## config.mk

```make
export PLATFORM = sky130hd
export DESIGN_NAME = isotherm_height_finder
export DESIGN_NICKNAME = d
export VERILOG_FILES = /design/src/hdl/ihf_pkg.sv /design/src/hdl/isotherm_height_finder.sv /design/src/hdl/ihf_front.sv /design/src/hdl/ihf_queue.sv /design/src/hdl/ihf_back.sv
export SDC_FILE = /design/constraint.sdc
export NUM_CORES = 2
export LEC_CHECK = 0
export BUFFER_PORTS_ARGS = -buffer_cell sky130_fd_sc_hd__buf_2
export CAP_MARGIN = 20
export CORE_ASPECT_RATIO = 0.7
export CORE_UTILIZATION = 50
export DETAILED_ROUTE_END_ITERATION = 7
export PLACE_DENSITY = 0.66
export RECOVER_POWER = 25
export SYNTH_ARGS = -nofsm -noshare
export SYNTH_HDL_FRONTEND = slang
export SYNTH_HIERARCHICAL = 1
export SYNTH_SLANG_ARGS = --single-unit
```

## constraint.sdc

```tcl
create_clock -name clk -period 9.05 [get_ports clk]
set_input_delay 2.2625 -clock clk [delete_from_list [all_inputs] [get_ports clk]]
set_output_delay 2.2625 -clock clk [all_outputs]
set_load 0.03 [all_outputs]
```

## src/hdl/ihf_pkg.sv

```systemverilog
// isotherm height finder: shared constants and width helpers
// no dependencies; used by every module of the block
`default_nettype none

package ihf_pkg;

    localparam int TEMP_BITS_DEF   = 16;
    localparam int HEIGHT_BITS_DEF = 16;
    localparam int TARGET_BITS     = 14;
    localparam int MISSING_BITS    = 16;
    localparam int APB_DATA_BITS   = 32;
    localparam int APB_ADDR_BITS   = 3;
    localparam int QUEUE_DEPTH     = 2;

    // register index, taken from paddr[2]
    localparam logic REG_TARGET  = 1'b0;
    localparam logic REG_MISSING = 1'b1;

    // common compare width for temperatures, target and missing code
    function automatic int ext_bits(input int temp_bits);
        int w;
        w = (temp_bits > MISSING_BITS) ? temp_bits : MISSING_BITS;
        return w;
    endfunction

    // job word: found, hlo, tdiff, dh, dt
    function automatic int job_bits(input int temp_bits, input int height_bits);
        int w;
        w = 1 + height_bits + (ext_bits(temp_bits) + 1) + (height_bits + 1) + (temp_bits + 1);
        return w;
    endfunction

endpackage

`default_nettype wire

```

## src/hdl/isotherm_height_finder.sv

```systemverilog
// isotherm height finder top level: config registers, front end, job queue, back end
// depends on ihf_pkg, ihf_front, ihf_queue, ihf_back
//
//  port group   signals                                   role
//  ----------   ---------------------------------------   --------------------------------
//  in           in_valid/in_ready, level_temp,             one level sample, bottom first
//               level_height, last_level
//  out          out_valid/out_ready, isotherm_height,      one height per column
//               crossing_found
//  apb          psel/penable/pwrite/paddr/pwdata/          target_temp at 0, missing_temp at 4
//               prdata/pready
//
// the front end takes one sample per cycle while the job queue has room
// a clamped column goes straight to the back-end output register; an interpolated one passes
// through multiply, sign prep, one quotient bit per cycle and the final add
// back-end throughput therefore sets the rate for short columns with a crossing
// rst_n clears all control state; config registers return to 0 and -32768
// a stalled output holds the back end; a full queue drops in_ready
`default_nettype none

module isotherm_height_finder #(
    parameter int TEMP_BITS   = ihf_pkg::TEMP_BITS_DEF,
    parameter int HEIGHT_BITS = ihf_pkg::HEIGHT_BITS_DEF
) (
    input  wire logic                                  clk,
    input  wire logic                                  rst_n,
    input  wire logic                                  in_valid,
    output logic                                       in_ready,
    input  wire logic signed [TEMP_BITS-1:0]           level_temp,
    input  wire logic [HEIGHT_BITS-1:0]                level_height,
    input  wire logic                                  last_level,
    output logic                                       out_valid,
    input  wire logic                                  out_ready,
    output logic [HEIGHT_BITS-1:0]                     isotherm_height,
    output logic                                       crossing_found,
    input  wire logic                                  psel,
    input  wire logic                                  penable,
    input  wire logic                                  pwrite,
    input  wire logic [ihf_pkg::APB_ADDR_BITS-1:0]     paddr,
    input  wire logic [ihf_pkg::APB_DATA_BITS-1:0]     pwdata,
    output logic [ihf_pkg::APB_DATA_BITS-1:0]          prdata,
    output logic                                       pready
);

    localparam int JW = ihf_pkg::job_bits(TEMP_BITS, HEIGHT_BITS);
    localparam int TB = ihf_pkg::TARGET_BITS;
    localparam int MB = ihf_pkg::MISSING_BITS;
    localparam int DB = ihf_pkg::APB_DATA_BITS;

    logic signed [TB-1:0] target_reg;
    logic signed [MB-1:0] missing_reg;
    logic                 cfg_wr;

    logic                 push_valid, push_ready;
    logic [JW-1:0]        push_data;
    logic                 pop_valid, pop_ready;
    logic [JW-1:0]        pop_data;

    assign pready = 1'b1;
    assign cfg_wr = psel & penable & pwrite & pready;

    always_ff @(posedge clk or negedge rst_n)
    begin
        if (!rst_n)
        begin
            target_reg  <= '0;
            missing_reg <= MB'(-(2 ** (MB - 1)));
        end
        else if (cfg_wr)
        begin
            if (paddr[2] == ihf_pkg::REG_TARGET)
            begin
                target_reg <= pwdata[TB-1:0];
            end
            else
            begin
                missing_reg <= pwdata[MB-1:0];
            end
        end
    end

    assign prdata = (paddr[2] == ihf_pkg::REG_MISSING) ? DB'(missing_reg) : DB'(target_reg);

    ihf_front #(
        .TEMP_BITS   (TEMP_BITS),
        .HEIGHT_BITS (HEIGHT_BITS)
    ) u_front (
        .clk          (clk),
        .rst_n        (rst_n),
        .target_temp  (target_reg),
        .missing_temp (missing_reg),
        .in_valid     (in_valid),
        .in_ready     (in_ready),
        .level_temp   (level_temp),
        .level_height (level_height),
        .last_level   (last_level),
        .job_valid    (push_valid),
        .job_ready    (push_ready),
        .job_data     (push_data)
    );

    ihf_queue #(
        .WIDTH (JW),
        .DEPTH (ihf_pkg::QUEUE_DEPTH)
    ) u_queue (
        .clk        (clk),
        .rst_n      (rst_n),
        .push_valid (push_valid),
        .push_ready (push_ready),
        .push_data  (push_data),
        .pop_valid  (pop_valid),
        .pop_ready  (pop_ready),
        .pop_data   (pop_data)
    );

    ihf_back #(
        .TEMP_BITS   (TEMP_BITS),
        .HEIGHT_BITS (HEIGHT_BITS)
    ) u_back (
        .clk             (clk),
        .rst_n           (rst_n),
        .job_valid       (pop_valid),
        .job_ready       (pop_ready),
        .job_data        (pop_data),
        .out_valid       (out_valid),
        .out_ready       (out_ready),
        .isotherm_height (isotherm_height),
        .crossing_found  (crossing_found)
    );

endmodule

`default_nettype wire

```

## src/hdl/ihf_front.sv

```systemverilog
// front end: per-sample column tracking, crossing detection, one job per column
// depends on ihf_pkg
`default_nettype none

module ihf_front #(
    parameter int TEMP_BITS   = ihf_pkg::TEMP_BITS_DEF,
    parameter int HEIGHT_BITS = ihf_pkg::HEIGHT_BITS_DEF
) (
    input  wire logic                                    clk,
    input  wire logic                                    rst_n,
    input  wire logic signed [ihf_pkg::TARGET_BITS-1:0]  target_temp,
    input  wire logic signed [ihf_pkg::MISSING_BITS-1:0] missing_temp,
    input  wire logic                                    in_valid,
    output logic                                         in_ready,
    input  wire logic signed [TEMP_BITS-1:0]             level_temp,
    input  wire logic [HEIGHT_BITS-1:0]                  level_height,
    input  wire logic                                    last_level,
    output logic                                         job_valid,
    input  wire logic                                    job_ready,
    output logic [ihf_pkg::job_bits(TEMP_BITS, HEIGHT_BITS)-1:0] job_data
);

    localparam int XW = ihf_pkg::ext_bits(TEMP_BITS);
    localparam int DW = XW + 1;
    localparam int JW = ihf_pkg::job_bits(TEMP_BITS, HEIGHT_BITS);

    logic                          first_reg, first_next;
    logic signed [TEMP_BITS-1:0]   prev_temp_reg;
    logic [HEIGHT_BITS-1:0]        prev_height_reg;
    logic [HEIGHT_BITS-1:0]        bot_height_reg, bot_height_next;
    logic signed [XW-1:0]          bot_temp_reg, bot_temp_next;
    logic signed [XW-1:0]          top_temp_reg, top_temp_next;
    logic                          found_reg, found_next;
    logic [HEIGHT_BITS-1:0]        hlo_reg, hlo_next;
    logic signed [DW-1:0]          tdiff_reg, tdiff_next;
    logic signed [HEIGHT_BITS:0]   dh_reg, dh_next;
    logic signed [TEMP_BITS:0]     dt_reg, dt_next;

    logic                          accept;
    logic signed [XW-1:0]          tt_x, miss_x, t_x, prev_x;
    logic                          below_ok, above_ok, straddle;
    logic [HEIGHT_BITS-1:0]        clamp_h;

    assign in_ready = job_ready;
    assign accept   = in_valid & in_ready;

    assign tt_x   = XW'(target_temp);
    assign miss_x = XW'(missing_temp);
    assign t_x    = XW'(level_temp);
    assign prev_x = XW'(prev_temp_reg);

    assign below_ok = (prev_x != miss_x);
    assign above_ok = (t_x != miss_x);
    assign straddle = ((prev_x >= tt_x) && (t_x <= tt_x)) || ((prev_x <= tt_x) && (t_x >= tt_x));

    always_comb
    begin
        first_next      = first_reg;
        bot_height_next = bot_height_reg;
        bot_temp_next   = bot_temp_reg;
        top_temp_next   = top_temp_reg;
        found_next      = found_reg;
        hlo_next        = hlo_reg;
        tdiff_next      = tdiff_reg;
        dh_next         = dh_reg;
        dt_next         = dt_reg;
        if (accept)
        begin
            first_next = last_level;
            if (first_reg)
            begin
                bot_height_next = level_height;
                bot_temp_next   = miss_x;
                top_temp_next   = miss_x;
                found_next      = 1'b0;
            end
            else
            begin
                if (below_ok && (bot_temp_reg == miss_x))
                begin
                    bot_temp_next = prev_x;
                end
                if (above_ok)
                begin
                    top_temp_next = t_x;
                end
                // first straddling pair of the column wins
                if (!found_reg && below_ok && above_ok && straddle)
                begin
                    found_next = 1'b1;
                    hlo_next   = prev_height_reg;
                    tdiff_next = DW'(tt_x) - DW'(prev_x);
                    dh_next    = $signed({1'b0, level_height}) - $signed({1'b0, prev_height_reg});
                    dt_next    = (TEMP_BITS+1)'(level_temp) - (TEMP_BITS+1)'(prev_temp_reg);
                end
            end
        end
    end

    always_comb
    begin
        if (tt_x >= bot_temp_next)
        begin
            clamp_h = bot_height_next;
        end
        else if (tt_x <= top_temp_next)
        begin
            clamp_h = level_height;
        end
        else
        begin
            clamp_h = bot_height_next;
        end
    end

    assign job_valid = accept & last_level;
    assign job_data  = found_next ? {1'b1, hlo_next, tdiff_next, dh_next, dt_next}
                                  : {1'b0, clamp_h, {(JW-1-HEIGHT_BITS){1'b0}}};

    always_ff @(posedge clk or negedge rst_n)
    begin
        if (!rst_n)
        begin
            first_reg       <= 1'b1;
            prev_temp_reg   <= '0;
            prev_height_reg <= '0;
            bot_height_reg  <= '0;
            bot_temp_reg    <= XW'(-(2 ** (ihf_pkg::MISSING_BITS - 1)));
            top_temp_reg    <= XW'(-(2 ** (ihf_pkg::MISSING_BITS - 1)));
            found_reg       <= 1'b0;
        end
        else
        begin
            first_reg      <= first_next;
            bot_height_reg <= bot_height_next;
            bot_temp_reg   <= bot_temp_next;
            top_temp_reg   <= top_temp_next;
            found_reg      <= found_next;
            if (accept)
            begin
                prev_temp_reg   <= level_temp;
                prev_height_reg <= level_height;
            end
        end
    end

    always_ff @(posedge clk)
    begin
        hlo_reg   <= hlo_next;
        tdiff_reg <= tdiff_next;
        dh_reg    <= dh_next;
        dt_reg    <= dt_next;
    end

endmodule

`default_nettype wire

```

## src/hdl/ihf_queue.sv

```systemverilog
// small job fifo between front and back ends
// depends on ihf_pkg for the default depth
`default_nettype none

module ihf_queue #(
    parameter int WIDTH = 8,
    parameter int DEPTH = ihf_pkg::QUEUE_DEPTH
) (
    input  wire logic             clk,
    input  wire logic             rst_n,
    input  wire logic             push_valid,
    output logic                  push_ready,
    input  wire logic [WIDTH-1:0] push_data,
    output logic                  pop_valid,
    input  wire logic             pop_ready,
    output logic [WIDTH-1:0]      pop_data
);

    // depth is a power of two, at least 2
    localparam int AW = $clog2(DEPTH);

    logic [WIDTH-1:0] mem [DEPTH];
    logic [AW-1:0]    wr_ptr_reg, rd_ptr_reg;
    logic [AW:0]      count_reg;
    logic             do_push, do_pop;

    assign push_ready = (count_reg != (AW+1)'(DEPTH));
    assign pop_valid  = (count_reg != '0);
    assign pop_data   = mem[rd_ptr_reg];
    assign do_push    = push_valid & push_ready;
    assign do_pop     = pop_valid & pop_ready;

    always_ff @(posedge clk)
    begin
        if (do_push)
        begin
            mem[wr_ptr_reg] <= push_data;
        end
    end

    always_ff @(posedge clk or negedge rst_n)
    begin
        if (!rst_n)
        begin
            wr_ptr_reg <= '0;
            rd_ptr_reg <= '0;
            count_reg  <= '0;
        end
        else
        begin
            if (do_push)
            begin
                wr_ptr_reg <= wr_ptr_reg + 1'b1;
            end
            if (do_pop)
            begin
                rd_ptr_reg <= rd_ptr_reg + 1'b1;
            end
            if (do_push && !do_pop)
            begin
                count_reg <= count_reg + 1'b1;
            end
            else if (do_pop && !do_push)
            begin
                count_reg <= count_reg - 1'b1;
            end
        end
    end

endmodule

`default_nettype wire

```

## src/hdl/ihf_back.sv

```systemverilog
// back end: multiply, restoring divide and final add, output register
// depends on ihf_pkg
`default_nettype none

module ihf_back #(
    parameter int TEMP_BITS   = ihf_pkg::TEMP_BITS_DEF,
    parameter int HEIGHT_BITS = ihf_pkg::HEIGHT_BITS_DEF
) (
    input  wire logic                   clk,
    input  wire logic                   rst_n,
    input  wire logic                   job_valid,
    output logic                        job_ready,
    input  wire logic [ihf_pkg::job_bits(TEMP_BITS, HEIGHT_BITS)-1:0] job_data,
    output logic                        out_valid,
    input  wire logic                   out_ready,
    output logic [HEIGHT_BITS-1:0]      isotherm_height,
    output logic                        crossing_found
);

    localparam int H  = HEIGHT_BITS;
    localparam int XW = ihf_pkg::ext_bits(TEMP_BITS);
    localparam int DW = XW + 1;
    localparam int PW = DW + H + 1;
    localparam int CW = $clog2(H);

    localparam logic [2:0] ST_IDLE = 3'd0;
    localparam logic [2:0] ST_MUL  = 3'd1;
    localparam logic [2:0] ST_PREP = 3'd2;
    localparam logic [2:0] ST_DIV  = 3'd3;
    localparam logic [2:0] ST_ADD  = 3'd4;

    logic [2:0]                state_reg, state_next;
    logic [H-1:0]              hlo_reg, hlo_next;
    logic signed [DW-1:0]      tdiff_reg, tdiff_next;
    logic signed [H:0]         dh_reg, dh_next;
    logic signed [TEMP_BITS:0] dt_reg, dt_next;
    logic signed [PW-1:0]      prod_reg, prod_next;
    logic                      neg_reg, neg_next;
    logic [PW-1:0]             rem_reg, rem_next;
    logic [PW-1:0]             div_reg, div_next;
    logic [H-1:0]              q_reg, q_next;
    logic [CW-1:0]             cnt_reg, cnt_next;
    logic                      out_valid_reg, out_valid_next;
    logic [H-1:0]              out_height_reg, out_height_next;
    logic                      out_found_reg, out_found_next;

    logic                      job_found;
    logic [H-1:0]              job_hlo;
    logic signed [DW-1:0]      job_tdiff;
    logic signed [H:0]         job_dh;
    logic signed [TEMP_BITS:0] job_dt;
    logic                      out_free;
    logic [TEMP_BITS:0]        abs_dt;
    logic                      ge;
    logic [H-1:0]              q_signed;

    assign {job_found, job_hlo, job_tdiff, job_dh, job_dt} = job_data;

    assign out_free  = !out_valid_reg || out_ready;
    assign abs_dt    = dt_reg[TEMP_BITS] ? (TEMP_BITS+1)'(-dt_reg) : dt_reg;
    assign ge        = (rem_reg >= div_reg);
    assign prod_next = tdiff_reg * dh_reg;
    assign q_signed  = neg_reg ? (~q_reg + 1'b1) : q_reg;

    always_comb
    begin
        state_next      = state_reg;
        hlo_next        = hlo_reg;
        tdiff_next      = tdiff_reg;
        dh_next         = dh_reg;
        dt_next         = dt_reg;
        neg_next        = neg_reg;
        rem_next        = rem_reg;
        div_next        = div_reg;
        q_next          = q_reg;
        cnt_next        = cnt_reg;
        out_valid_next  = out_valid_reg && !out_ready;
        out_height_next = out_height_reg;
        out_found_next  = out_found_reg;
        job_ready       = 1'b0;
        case (state_reg)
            ST_IDLE:
            begin
                if (job_valid && job_found)
                begin
                    job_ready  = 1'b1;
                    hlo_next   = job_hlo;
                    tdiff_next = job_tdiff;
                    dh_next    = job_dh;
                    dt_next    = job_dt;
                    state_next = ST_MUL;
                end
                else if (job_valid && out_free)
                begin
                    // clamped column goes straight to the output
                    job_ready       = 1'b1;
                    out_valid_next  = 1'b1;
                    out_height_next = job_hlo;
                    out_found_next  = 1'b0;
                end
            end
            ST_MUL:
            begin
                state_next = ST_PREP;
            end
            ST_PREP:
            begin
                rem_next = prod_reg[PW-1] ? PW'(-prod_reg) : PW'(prod_reg);
                div_next = PW'(abs_dt) << (H - 1);
                neg_next = prod_reg[PW-1] ^ dt_reg[TEMP_BITS];
                q_next   = '0;
                cnt_next = CW'(H - 1);
                if (dt_reg == '0)
                begin
                    // flat step: result is the lower height
                    rem_next   = '0;
                    neg_next   = 1'b0;
                    state_next = ST_ADD;
                end
                else
                begin
                    state_next = ST_DIV;
                end
            end
            ST_DIV:
            begin
                rem_next = ge ? (rem_reg - div_reg) : rem_reg;
                q_next   = {q_reg[H-2:0], ge};
                div_next = div_reg >> 1;
                cnt_next = cnt_reg - 1'b1;
                if (cnt_reg == '0)
                begin
                    state_next = ST_ADD;
                end
            end
            ST_ADD:
            begin
                if (out_free)
                begin
                    out_valid_next  = 1'b1;
                    out_height_next = hlo_reg + q_signed;
                    out_found_next  = 1'b1;
                    state_next      = ST_IDLE;
                end
            end
            default:
            begin
                state_next = ST_IDLE;
            end
        endcase
    end

    always_ff @(posedge clk or negedge rst_n)
    begin
        if (!rst_n)
        begin
            state_reg     <= ST_IDLE;
            out_valid_reg <= 1'b0;
        end
        else
        begin
            state_reg     <= state_next;
            out_valid_reg <= out_valid_next;
        end
    end

    always_ff @(posedge clk)
    begin
        hlo_reg        <= hlo_next;
        tdiff_reg      <= tdiff_next;
        dh_reg         <= dh_next;
        dt_reg         <= dt_next;
        prod_reg       <= prod_next;
        neg_reg        <= neg_next;
        rem_reg        <= rem_next;
        div_reg        <= div_next;
        q_reg          <= q_next;
        cnt_reg        <= cnt_next;
        out_height_reg <= out_height_next;
        out_found_reg  <= out_found_next;
    end

    assign out_valid       = out_valid_reg;
    assign isotherm_height = out_height_reg;
    assign crossing_found  = out_found_reg;

    // the divider is only entered with a nonzero step
    assert property (@(posedge clk) disable iff (!rst_n)
        (state_reg == ST_DIV) |-> (dt_reg != '0))
        else $error("divider running with zero temperature step");

    // restoring invariant: partial remainder below twice the shifted divisor
    assert property (@(posedge clk) disable iff (!rst_n)
        (state_reg == ST_DIV) |-> (rem_reg < (div_reg << 1)))
        else $error("quotient overflow in divider");

    // final remainder is smaller than the divisor
    assert property (@(posedge clk) disable iff (!rst_n)
        ((state_reg == ST_ADD) && (dt_reg != '0)) |-> (rem_reg < PW'(abs_dt)))
        else $error("divider finished with remainder not reduced");

    // divider hands over to the final add once its step counter reaches zero
    assert property (@(posedge clk) disable iff (!rst_n)
        ((state_reg == ST_DIV) && (cnt_reg == '0)) |=> (state_reg == ST_ADD))
        else $error("divider did not hand over to the final add");

endmodule

`default_nettype wire
```

==> results by group <==
Run status
  – Status: finished with violations
  – Failing checks: max-capacitance violations, max-slew violations

Synthesis
  – Mapped cell area: 39,300 um2
  – Area share of and/or/nand/nor cells after synthesis: 11.1%
  – Post-synthesis sequential area ratio: 36.3%
  – Xor and xnor area share after synthesis: 4.79%
  – Mapped Cells: 3,705
  – Post-synth EDFFs: 307
  – YS warnings: 6
  – Avg Cell Area, Syn: 10.6 um2
  – Most common flop cell mapped by yosys: edfxtp_1
  – FFs w/ async S/R, synth: 22.7%
  – Post-synthesis compound-gate area fraction: 12.1%
  – Post-synth cell types: 91
  – #FFs+latches synth: 528
  – Post-synthesis mux area share: 6.13%
  – Syn_nets: 4,315
  – Post-synthesis adder-cell area fraction: 22.8%
  – Main combinational cell family by area after synthesis: adder cells

Min path
  – Hold depth: 2
  – Min-delay src: u_front/dt_reg[16]
  – Worst Hold End: u_front/dt_reg[16]
  – HP Class: register to register

Placement
  – Placer Congestion: 0.901
  – Buffers on Ports: 107
  – Detailed placement HPWL: 69,500 um

Setup path
  – Critical Path RT: 9.61 ns
  – FF-to-FF End: u_back/prod_reg[32]
  – CP Class: register to register
  – Crit-path max FO: 17
  – Worst Path Arrival: 7.87 ns
  – Critical Path Start: u_back/tdiff_reg[7]
  – CP Cell Sequence: and2_1, fa_1, inv_1, fa_1, fa_1, inv_1, fa_1, fa_1, inv_1, fa_1, inv_1, ha_1, o21a_1, o21ai_0, nor2b_1, a211oi_1, nor4_1, o31a_1, a41o_1, or4b_2, nand3_1
  – Reg2Reg Depth: 21
  – Startpoint Class: register
  – Worst path most repeated cell: fa_1
  – Crit end category: register
  – Reg2reg setup slack: 1.75 ns
  – CP max stage delay: 0.71 ns
  – Worst path slowest cell: edfxtp_1
  – RR Startpoint: u_back/tdiff_reg[7]

Floorplan
  – I/O Pins: 127
  – Full die area: 79,700 um2
  – Core Box Area: 77,300 um2
  – Die Span Y: 237 um
  – Die width: 337 um
  – Starting density of the core: 50.8%
  – Site Rows: 85

CTS
  – Clk_lat worst skew: 0.62 ns
  – CTS resizes: 0
  – Clock sinks: 528
  – CTS tree: yes
  – Cts bufs inserted: 51
  – Reg clk slew, reported paths: 0.06 ns
  – Post-CTS Setup Inserts: 0
  – Clk buf depth: 3
  – Clock root cell: clkbuf_16
  – Hold-fix buffers, CTS: 0
  – H-tree depth: 2

GRT
  – Global-route wire length before repair: 151,000 um
  – Tot GR Track Use: 24.0%
  – Vias in the first global route: 27.0k
  – GR Overflow Total: 0
  – Initial antenna violation count: 1
  – Largest net degree at the start of global routing: 69

Routing
  – Vias per inst: 5.63
  – DRC Markers: 0
  – Vias: 27.1k
  – Starting DRT DRC Count: 2,072
  – Wire length per cell: 19.4 um
  – ANT nets after route: 0
  – Drt first pass iters: 5
  – WL final: 93,300 um

STA
  – # setup viols final: 0
  – Max-slew headroom: -139%
  – Final Skew: 0.0314 ns
  – Worst-margin pin slew: 3.58 ns
  – Final period util: 80.7%
  – Minimum clock period after layout: 7.30 ns
  – RSZ-0062 raised after global routing: no
  – Final hold viol count: 0
  – Setup TNS: 0 ns
  – Fmax: 0.137 GHz
  – Fin. max-slew vios: 256

Finish
  – Share of cells above drive strength 1: 10.3%
  – Commonest non-fill, non-tap cells in the layout: inv_1 (488), edfxtp_1 (307), fa_1 (301)
  – Max reg flops: 136
  – Fin nets: 4,336
  – Area Overhead vs Synth: 7.71%
  – FILL cells: 6,729
  – Commonest non-fill, non-tap cell in the layout: inv_1

Flow run
  – Max cap viols: 5
## layer usage
layer | vias up | part of all wire [%] | track usage [%]
li1 | 12800 | - | -
met1 | 13400 | 49 | 37.1
met2 | 798 | 43 | 35.8
met3 | 85 | 6.5 | 3.73
met4 | 0 | 1.4 | 4.33
met5 | - | 0 | 0
## stage by stage
step / worst slack [ns] / area (um2) / instances / util, % / hold slack (ns)
2_1_floorplan: 2.56 / 39300 / 3705 / - / 0.435
3_3_place_gp: 1.84 / 40600 / 4717 / 52.5 / 0.441
3_5_place_dp: 1.80 / 40600 / 4717 / 52.5 / 0.448
4_1_cts: 1.79 / 42400 / 4813 / 54.8 / 0.461
5_1_grt: 1.34 / 42300 / 4813 / 54.7 / 0.474
6_report: 1.75 / 42300 / 4815 / 54.7 / 0.459
## critical path, delay by kind of cell (launching register included)
kind	cells	cell delay [ns]
fa+ha+maj	7	3.29
compound gates	5	1.69
simple gates	5	1.32
flops	1	0.71
buf+inv	4	0.20
## Yosys cell counts (43+ instances only)
master / number / area share (%)
ha_1: 234 / 7.5
xor2_1: 88 / 2.0
nand2_1: 281 / 2.7
xnor2_1: 127 / 2.8
a21o_1: 49 / 0.94
dfrtp_1: 116 / 7.4
o21a_1: 49 / 0.94
a22oi_1: 51 / 0.97
mux2i_1: 43 / 1.1
clkbuf_1: 113 / 1.1
mux2_2: 138 / 4.0
o31ai_1: 49 / 0.94
fa_1: 301 / 15
nor3_1: 46 / 0.59
o21ai_0: 132 / 1.7
inv_1: 489 / 4.7
a21oi_1: 96 / 1.2
edfxtp_1: 307 / 23
dfxtp_1: 101 / 5.1
o22ai_1: 64 / 1.0
nor2_1: 146 / 1.4
and2_1: 166 / 2.6
## how the worst max path moves through the flow
stage	end	slack, ns	depth (start not counted)
after floorplan	u_back/prod_reg[32]	2.56	22
after global placement	u_back/prod_reg[32]	1.84	21
after detailed placement	u_back/prod_reg[32]	1.80	20
after CTS	u_back/prod_reg[32]	1.79	20
after global routing	u_back/prod_reg[32]	1.34	21
final	u_back/prod_reg[32]	1.75	21
## cell type report
class	instances	area, um2	area share [%]
diodes	2	5.00	0.0118
clock buffers	69	1420	3.34
clock inverters	27	352	0.831
inverters	489	1840	4.34
multi-input cells	2510	22400	52.8
flip-flops and latches	528	14200	33.7
well taps	1044	1310	3.09
repair buffers	146	811	1.92
## logic make-up (layout without fill, tap and decap cells)
group	Yosys count	count (layout)
xor gates and xnor gates	215	215
DFF	528	528
buffers and inverters	667	731
and+or+nand+nor	861	861
AOI/OAI and AO/OA	686	686
other	1	3
muxes	212	212
adders and majority gates	535	535
Power is left out: the tool's default activity adds up to more than one toggle a clock period on the data nets, which glitch-free logic cannot reach.
